File: src/design/sabd_pkg.sv
// Package for the block ADPCM decoder: widths, header codes, queue item type
// and the prediction coefficient tables. Depends on nothing.
`timescale 1ns / 1ps

package sabd_pkg;

  localparam int HIST_W  = 40;  // history word, signed fixed point
  localparam int COEF_W  = 8;   // signed coefficient in 64ths
  localparam int COEF_SH = 6;   // coefficient fraction bits
  localparam int POS_W   = 4;   // byte position within a block
  localparam int SAMP_W  = 16;
  localparam int QDEPTH  = 4;
  localparam int QPTR_W  = $clog2(QDEPTH);

  // block header codes
  localparam logic [POS_W-1:0] POS_HEADER = 4'd0;
  localparam logic [POS_W-1:0] POS_FLAGS  = 4'd1;
  localparam logic [7:0]       FLAG_STOP  = 8'h07;
  localparam logic [3:0]       SHIFT_MAX  = 4'd12;
  localparam logic [3:0]       SHIFT_SUBST = 4'd9;
  localparam logic [3:0]       FILT_MAX   = 4'd4;

  // one data byte handed from the front to the back
  typedef struct packed {
    logic [7:0] data;
    logic [3:0] shift;
    logic [2:0] filter;
    logic       hist_clr;   // zero the history before the low nibble
    logic       stream_end;
  } cmd_t;

  function automatic logic signed [COEF_W-1:0] coef_recent(input logic [2:0] filt);
    logic signed [COEF_W-1:0] c;
    unique case (filt)
      3'd1:    c = 8'sd60;
      3'd2:    c = 8'sd115;
      3'd3:    c = 8'sd98;
      3'd4:    c = 8'sd122;
      default: c = 8'sd0;
    endcase
    return c;
  endfunction

  function automatic logic signed [COEF_W-1:0] coef_older(input logic [2:0] filt);
    logic signed [COEF_W-1:0] c;
    unique case (filt)
      3'd2:    c = -8'sd52;
      3'd3:    c = -8'sd55;
      3'd4:    c = -8'sd60;
      default: c = 8'sd0;
    endcase
    return c;
  endfunction

endpackage

File: src/design/sabd_front.sv
// Front end: takes stream bytes, tracks block position, header and stop state,
// and pushes data bytes into the queue. Depends on sabd_pkg.
`timescale 1ns / 1ps

module sabd_front (
  input  logic              clk_i,
  input  logic              rst_ni,
  input  logic              in_valid_i,
  output logic              in_ready_o,
  input  logic [7:0]        data_byte_i,
  input  logic              stream_first_i,
  input  logic              stream_last_i,
  input  logic              q_full_i,
  output logic              push_o,
  output sabd_pkg::cmd_t    cmd_o
);
  import sabd_pkg::*;

  logic [POS_W-1:0] pos_q, pos_d, pos_eff;
  logic [3:0]       shift_q, shift_d;
  logic [2:0]       filter_q, filter_d;
  logic             stopped_q, stopped_d, stop_eff;
  logic             hclr_q, hclr_d;
  logic             accept;

  assign in_ready_o = !q_full_i;
  assign accept     = in_valid_i && in_ready_o;

  // a stream start resets position and stop state before the byte is used
  assign pos_eff  = stream_first_i ? POS_HEADER : pos_q;
  assign stop_eff = stream_first_i ? 1'b0 : stopped_q;

  // classify the byte
  always_comb begin
    pos_d     = pos_q;
    shift_d   = shift_q;
    filter_d  = filter_q;
    stopped_d = stopped_q;
    hclr_d    = hclr_q;
    push_o    = 1'b0;
    if (accept) begin
      pos_d     = pos_eff;
      stopped_d = stop_eff;
      if (stream_first_i) begin
        hclr_d = 1'b1;
      end
      if (!stop_eff) begin
        priority if (pos_eff == POS_HEADER) begin
          shift_d  = (data_byte_i[3:0] > SHIFT_MAX) ? SHIFT_SUBST : data_byte_i[3:0];
          filter_d = (data_byte_i[7:4] > FILT_MAX) ? 3'd0 : data_byte_i[6:4];
        end else if (pos_eff == POS_FLAGS) begin
          if (data_byte_i == FLAG_STOP) begin
            stopped_d = 1'b1;
          end
        end else begin
          push_o = 1'b1;
          hclr_d = 1'b0;
        end
        pos_d = pos_eff + 1'b1;
      end
      if (stream_last_i) begin
        stopped_d = 1'b1;
      end
    end
  end

  assign cmd_o.data       = data_byte_i;
  assign cmd_o.shift      = shift_q;
  assign cmd_o.filter     = filter_q;
  assign cmd_o.hist_clr   = hclr_q;
  assign cmd_o.stream_end = stream_last_i;

  // block state
  always_ff @(posedge clk_i or negedge rst_ni) begin
    if (!rst_ni) begin
      pos_q     <= '0;
      shift_q   <= '0;
      filter_q  <= '0;
      stopped_q <= 1'b0;
      hclr_q    <= 1'b0;
    end else begin
      pos_q     <= pos_d;
      shift_q   <= shift_d;
      filter_q  <= filter_d;
      stopped_q <= stopped_d;
      hclr_q    <= hclr_d;
    end
  end

endmodule

File: src/design/sabd_queue.sv
// Short FIFO of data-byte items between front and back.
// Depends on sabd_pkg.
`timescale 1ns / 1ps

module sabd_queue (
  input  logic           clk_i,
  input  logic           rst_ni,
  input  logic           push_i,
  input  sabd_pkg::cmd_t cmd_i,
  output logic           full_o,
  input  logic           pop_i,
  output logic           valid_o,
  output sabd_pkg::cmd_t cmd_o
);
  import sabd_pkg::*;

  cmd_t              mem_q [QDEPTH];
  logic [QPTR_W-1:0] wr_q, rd_q;
  logic [QPTR_W:0]   cnt_q;

  assign full_o  = (cnt_q == (QPTR_W+1)'(QDEPTH));
  assign valid_o = (cnt_q != '0);
  assign cmd_o   = mem_q[rd_q];

  // storage
  always_ff @(posedge clk_i) begin
    if (push_i) begin
      mem_q[wr_q] <= cmd_i;
    end
  end

  // pointers and fill level
  always_ff @(posedge clk_i or negedge rst_ni) begin
    if (!rst_ni) begin
      wr_q  <= '0;
      rd_q  <= '0;
      cnt_q <= '0;
    end else begin
      if (push_i) begin
        wr_q <= wr_q + 1'b1;
      end
      if (pop_i) begin
        rd_q <= rd_q + 1'b1;
      end
      unique case ({push_i, pop_i})
        2'b10:   cnt_q <= cnt_q + 1'b1;
        2'b01:   cnt_q <= cnt_q - 1'b1;
        default: cnt_q <= cnt_q;
      endcase
    end
  end

  a_no_overflow: assert property (@(posedge clk_i) disable iff (!rst_ni)
    full_o |-> !push_i)
    else $error("queue pushed while full");
  a_no_underflow: assert property (@(posedge clk_i) disable iff (!rst_ni)
    !valid_o |-> !pop_i)
    else $error("queue popped while empty");

endmodule

File: src/design/sabd_back.sv
// Back end: decodes two nibbles per queued byte with the two-tap predictor,
// then rounds and saturates into the output register. Depends on sabd_pkg.
`timescale 1ns / 1ps

module sabd_back #(
  parameter int HIST_FRAC_BITS = 16
) (
  input  logic                               clk_i,
  input  logic                               rst_ni,
  input  logic                               q_valid_i,
  input  sabd_pkg::cmd_t                     cmd_i,
  output logic                               pop_o,
  output logic                               out_valid_o,
  input  logic                               out_ready_i,
  output logic signed [sabd_pkg::SAMP_W-1:0] sample_o,
  output logic                               pair_last_o,
  output logic                               stream_end_o
);
  import sabd_pkg::*;

  localparam int PROD_W = HIST_W + COEF_W;
  localparam int SUM_W  = HIST_W + 3;
  localparam int RND_W  = HIST_W + 2;
  localparam logic signed [RND_W-1:0] HALF = RND_W'(1) <<< (HIST_FRAC_BITS - 1);
  localparam logic signed [RND_W-1:0] FRAC_MASK = (RND_W'(1) <<< HIST_FRAC_BITS) - 1;

  logic signed [HIST_W-1:0] recent_q, older_q, hr, ho, acc_new;
  logic                     sel_q;
  logic                     en, consume;

  logic [3:0]               nib;
  logic signed [SAMP_W-1:0] d;
  logic signed [SUM_W-1:0]  term, p_r, p_o, sum;
  logic signed [PROD_W-1:0] prod_r, prod_o;

  logic                     s1_valid_q, s1_pair_q, s1_end_q;
  logic signed [HIST_W-1:0] s1_acc_q;

  logic signed [RND_W-1:0]  v, ip;
  logic signed [SAMP_W-1:0] samp_sat;

  logic                     m_valid_q, m_pair_q, m_end_q;
  logic signed [SAMP_W-1:0] m_sample_q;

  // the whole back end advances unless the output register is held
  assign en      = !m_valid_q || out_ready_i;
  assign consume = en && q_valid_i;
  assign pop_o   = consume && sel_q;

  // prediction step for the current nibble
  assign nib = sel_q ? cmd_i.data[7:4] : cmd_i.data[3:0];
  assign hr  = (cmd_i.hist_clr && !sel_q) ? '0 : recent_q;
  assign ho  = (cmd_i.hist_clr && !sel_q) ? '0 : older_q;
  assign d   = $signed({nib, 12'b0}) >>> cmd_i.shift;

  assign prod_r = hr * coef_recent(cmd_i.filter);
  assign prod_o = ho * coef_older(cmd_i.filter);

  always_comb begin
    term = SUM_W'(d) <<< HIST_FRAC_BITS;
    p_r  = SUM_W'(prod_r >>> COEF_SH);
    p_o  = SUM_W'(prod_o >>> COEF_SH);
    sum  = term + p_r + p_o;
    // saturate to the history range
    if (sum[SUM_W-1:HIST_W-1] == '0 || sum[SUM_W-1:HIST_W-1] == '1) begin
      acc_new = sum[HIST_W-1:0];
    end else begin
      acc_new = {sum[SUM_W-1], {(HIST_W-1){!sum[SUM_W-1]}}};
    end
  end

  // round half up, truncate toward zero, saturate to 16 bits
  always_comb begin
    v  = RND_W'(s1_acc_q) + HALF;
    ip = (v[RND_W-1] ? v + FRAC_MASK : v) >>> HIST_FRAC_BITS;
    if (ip[RND_W-1:SAMP_W-1] == '0 || ip[RND_W-1:SAMP_W-1] == '1) begin
      samp_sat = ip[SAMP_W-1:0];
    end else begin
      samp_sat = {ip[RND_W-1], {(SAMP_W-1){!ip[RND_W-1]}}};
    end
  end

  // history, nibble select and valid flags
  always_ff @(posedge clk_i or negedge rst_ni) begin
    if (!rst_ni) begin
      recent_q   <= '0;
      older_q    <= '0;
      sel_q      <= 1'b0;
      s1_valid_q <= 1'b0;
      m_valid_q  <= 1'b0;
    end else begin
      if (consume) begin
        older_q  <= hr;
        recent_q <= acc_new;
        sel_q    <= !sel_q;
      end
      if (en) begin
        s1_valid_q <= q_valid_i;
        m_valid_q  <= s1_valid_q;
      end
    end
  end

  // payload stages
  always_ff @(posedge clk_i) begin
    if (en) begin
      s1_acc_q   <= acc_new;
      s1_pair_q  <= sel_q;
      s1_end_q   <= sel_q && cmd_i.stream_end;
      m_sample_q <= samp_sat;
      m_pair_q   <= s1_pair_q;
      m_end_q    <= s1_end_q;
    end
  end

  assign out_valid_o  = m_valid_q;
  assign sample_o     = m_sample_q;
  assign pair_last_o  = m_pair_q;
  assign stream_end_o = m_end_q;

  a_high_needs_item: assert property (@(posedge clk_i) disable iff (!rst_ni)
    sel_q |-> q_valid_i)
    else $error("high nibble pending without a queued item");
  a_pop_restarts: assert property (@(posedge clk_i) disable iff (!rst_ni)
    pop_o |=> !sel_q)
    else $error("nibble select not back on low after pop");
  a_end_on_high: assert property (@(posedge clk_i) disable iff (!rst_ni)
    (m_valid_q && m_end_q) |-> m_pair_q)
    else $error("stream end flagged on a low-nibble sample");

endmodule

File: src/design/spu_adpcm_block_decoder.sv
// Block ADPCM decoder top level: front end, item queue and decode back end.
// Depends on sabd_pkg, sabd_front, sabd_queue, sabd_back.
// The first sample of a data byte passes through the queue, the first stage register and
// the output register after the byte is accepted. The single prediction unit decodes one
// nibble per cycle while the output register is not held; header bytes are not queued.
// Reset (rst_ni low, asynchronous) clears position, header, stop flag, history, queue.
`timescale 1ns / 1ps

module spu_adpcm_block_decoder #(
  parameter int HIST_FRAC_BITS = 16
) (
  input  logic        clk_i,
  input  logic        rst_ni,
  input  logic        s_axis_tvalid,
  output logic        s_axis_tready,
  input  logic [7:0]  s_axis_tdata,   // [7:0] data_byte
  input  logic [0:0]  s_axis_tuser,   // [0] stream_first
  input  logic        s_axis_tlast,   // stream_last
  output logic        m_axis_tvalid,
  input  logic        m_axis_tready,
  output logic [15:0] m_axis_tdata,   // [15:0] sample (signed)
  output logic [0:0]  m_axis_tuser,   // [0] pair_last
  output logic        m_axis_tlast    // stream_end
);
  import sabd_pkg::*;

  cmd_t                     push_cmd, pop_cmd;
  logic                     push, pop, q_full, q_valid;
  logic signed [SAMP_W-1:0] sample;

  sabd_front u_front (
    .clk_i          (clk_i),
    .rst_ni         (rst_ni),
    .in_valid_i     (s_axis_tvalid),
    .in_ready_o     (s_axis_tready),
    .data_byte_i    (s_axis_tdata),
    .stream_first_i (s_axis_tuser[0]),
    .stream_last_i  (s_axis_tlast),
    .q_full_i       (q_full),
    .push_o         (push),
    .cmd_o          (push_cmd)
  );

  sabd_queue u_queue (
    .clk_i   (clk_i),
    .rst_ni  (rst_ni),
    .push_i  (push),
    .cmd_i   (push_cmd),
    .full_o  (q_full),
    .pop_i   (pop),
    .valid_o (q_valid),
    .cmd_o   (pop_cmd)
  );

  sabd_back #(
    .HIST_FRAC_BITS (HIST_FRAC_BITS)
  ) u_back (
    .clk_i        (clk_i),
    .rst_ni       (rst_ni),
    .q_valid_i    (q_valid),
    .cmd_i        (pop_cmd),
    .pop_o        (pop),
    .out_valid_o  (m_axis_tvalid),
    .out_ready_i  (m_axis_tready),
    .sample_o     (sample),
    .pair_last_o  (m_axis_tuser[0]),
    .stream_end_o (m_axis_tlast)
  );

  assign m_axis_tdata = sample;

endmodule
File: config.mk
export PLATFORM = sky130hd
export DESIGN_NAME = spu_adpcm_block_decoder
export DESIGN_NICKNAME = d
export VERILOG_FILES = /design/src/design/sabd_pkg.sv /design/src/design/sabd_front.sv /design/src/design/sabd_queue.sv /design/src/design/sabd_back.sv /design/src/design/spu_adpcm_block_decoder.sv
export SDC_FILE = /design/constraint.sdc
export NUM_CORES = 2
export LEC_CHECK = 0
export BUFFER_PORTS_ARGS = -buffer_cell sky130_fd_sc_hd__buf_2
export CAP_MARGIN = 20
export CORE_MARGIN = 2
export CORE_UTILIZATION = 65
export CTS_CLUSTER_DIAMETER = 30
export DETAILED_ROUTE_END_ITERATION = 7
export PLACE_DENSITY = 0.82
export SETUP_SLACK_MARGIN = 0.4
export SYNTH_ARGS = -nofsm -noshare
export SYNTH_HDL_FRONTEND = slang
export SYNTH_HIERARCHICAL = 1
export SYNTH_SLANG_ARGS = --single-unit
export TNS_END_PERCENT = 10
File: constraint.sdc
create_clock -name clk_i -period 29.9 [get_ports clk_i]
set_clock_uncertainty 0.1 [all_clocks]
set_input_delay 1.495 -clock clk_i [delete_from_list [all_inputs] [get_ports clk_i]]
set_output_delay 1.495 -clock clk_i [all_outputs]
set_load 0.01 [all_outputs]
==> metrics.txt <==
Seq cells post-synth 231; GRT met1 Usage 0.415; setup TNS 0 ps; largest net degree at the start of global routing 90; diode count 0; HPWL after DPL ~63000 um; Most used DFF post-synth edfxtp_1; Multi-input gate area 21500 um^2; port buffer count 33; fin crit share 0.430; WP data required 30240 ps; Compound-Gate Fraction of Synth Area 0.110; Slowest cell on crit path nand2_1; Synth area leader fa_1; FF+latch area 6420 um^2; H-tree depth reported by CTS 2; Row Count 79; Hold Fails Final Rpt 0; EDFF count, synth 128; gp weighted congestion 0.944; Fmax achieved around 80 MHz; TritonRoute pass-1 iters 7; ratio of cells with drive above 1 in the final layout 0.0578; post-synthesis xor/xnor area fraction 0.0442; starting density of the core 0.656; class of the worst hold path reg2reg; Detail Route Antenna Nets 0; top post-synthesis cells by area fa_1, ha_1, edfxtp_1; buffers inserted by post-CTS timing repair 0; YS warnings 6; Post-synth ARST share 0.446; vias about 24000; Clock Latency Late Sink 580 ps; RSZ-0062 raised after global routing false; post-synthesis cell count 3347; CP Launch Type register; mux contribution to synthesized area 0.0242; CP endpoint kind register; clock sinks 231; Iteration-0 DRC Markers 2070; boundary pin count 34; Top cell by count, worst path fa_1; gr busiest metal met2; Critical Path Max Stage Delay between 700 and 800 ps; vias in the first global route 25100; # DRC 0; first-pass GRT wire length 129000 um; Synth Area in Adders 0.368; fin. max-slew vios 0; Final nets 4003; Syn Nets 4045; routed wire length 79500 um; synth-to-layout area growth 6.77%; post_cts resized 0; CTS Buf Count 44; Synth cell types 89; Yosys top cell area share 0.234; Post-synth top cells inv_1, fa_1, ha_1; slew of the pin with the lowest slew margin 1170 ps; Clock Tree Buf Depth 3; Placeable Area 46500 um^2; Root Buffer Master clkbuf_16; crit-path max FO 48; global-route met2 utilization 0.570; Synth Area in Simple Gates 0.157; initial antenna violation count 1; Max-slew headroom 0.210; GRT Resource Usage Total 0.339; DR vias/cell between 6 and 7; max_cap viols 0; die height 221 um; TritonCTS clock tree built; run status completed; Util after Layout 0.701; WL per Instance 20.1 um; fill cell count 3596; crit path kind reg2reg; register area share after synthesis 0.211; Mean Syn Cell Area 9.11 um^2; full die area 48700 um^2; clock transition at the registers of the reported paths 50 ps; synthesized area 30500 um^2; largest family of logic cells by synthesized area adder cells; endpoints failing setup 0; grt ovf 0; Die X 221 um; met3 GRT Util 0.0466; cts hold-fix bufs 0; most common cell in the netlist inv_1; fin crit period 12860 ps; arrival time of the worst setup path around 13000 ps
final cells by class:
class	instances	share of cell area
clock buffers	46	0.0344
clock inverters	36	0.0140
inverters	532	0.0613
multi-input cells	2442	0.660
flip-flops and latches	231	0.197
well taps	607	0.0233
repair buffers	54	0.00999
cell usage in the layout, fill, tap and decap left out, types with 32 or more instances in the layout:
cell	netlist	routed
dfrtp_1	103	103
edfxtp_1	128	128
nor2_1	310	308
fa_1	356	356
ha_1	328	328
inv_1	531	531
clkbuf_16	0	44
buf_2	11	32
xor2_1	54	54
a21o_1	47	47
nand4_1	33	33
a21oi_1	171	171
nand3_1	181	181
nand2_1	297	296
nor3_1	34	34
o21ai_0	142	142
xnor2_1	100	100
state kept, by name, summed over array words and instances (netlist names), 2 cells and up:
register / cells
u_back/sample_o: 16
u_queue/cnt_q: 3
u_queue/wr_q: 2
u_back/recent_q: 40
u_queue/rd_q: 2
u_front/shift_q: 4
u_back/s1_acc_q: 40
u_front/filter_q: 3
u_queue/mem_q: 68
u_back/older_q: 40
u_front/pos_q: 4
worst max-delay path, delay by kind of cell (launching register included):
| kind | cells | cell delay, ps |
|---|---|---|
| flops | 1 | 340 |
| mux | 2 | 1070 |
| xor+xnor | 1 | 110 |
| compound gates | 15 | 3870 |
| fa+ha+maj | 7 | 3250 |
| simple gates | 10 | 2560 |
| buf+inv | 8 | 1390 |
worst paths after layout:
path	from	depth (start not counted)	slack, ps	endpoint
max	u_queue/rd_q[0]$_DFFE_PN0P_	43	17040	u_back/recent_q[30]$_DFFE_PN0P_
min	u_back/s1_pair_q$_DFFE_PN_	0	320	u_back/pair_last_o$_DFFE_PN_
max reg2reg	u_queue/rd_q[0]$_DFFE_PN0P_	43	17040	u_back/recent_q[30]$_DFFE_PN0P_
min reg2reg	u_back/s1_pair_q$_DFFE_PN_	0	320	u_back/pair_last_o$_DFFE_PN_
max in group asynchronous	rst_ni	2	27450	u_back/recent_q[12]$_DFFE_PN0P_
min in group asynchronous	rst_ni	1	830	u_back/older_q[39]$_DFFE_PN0P_
cells by family (layout without fill, tap and decap cells):
logic type                 count (synthesis)  count (layout)
AOI/OAI and AO/OA                        535             535
xor gates and xnor gates                 154             154
adders and majority gates                684             684
buffers and inverters                    674             668
DFF                                      231             231
muxes                                     45              45
and+or+nand+nor                         1024            1024
routing by layer:
layer  up-vias  share of wire
li1      11100              -
met1     11900           0.38
met4         0          0.071
met5         -              0
met2       957           0.49
met3       292          0.060
through the flow:
| step | worst slack [ps] | hold slack [ps] | instances | instance area [um^2] |
|---|---|---|---|---|
| 3_5_place_dp | 17280 | 305 | 3866 | 31000 |
| 2_1_floorplan | 19510 | 300 | 3347 | 30500 |
| 3_3_place_gp | 17670 | 304 | 3866 | 31000 |
| 5_1_grt | 16200 | 321 | 3948 | 32600 |
| 4_1_cts | 17140 | 319 | 3948 | 32600 |
| 6_report | 17040 | 319 | 3948 | 32600 |
Power is left out: the tool's default activity adds up to more than one toggle a clock period on the data nets, which glitch-free logic cannot reach.
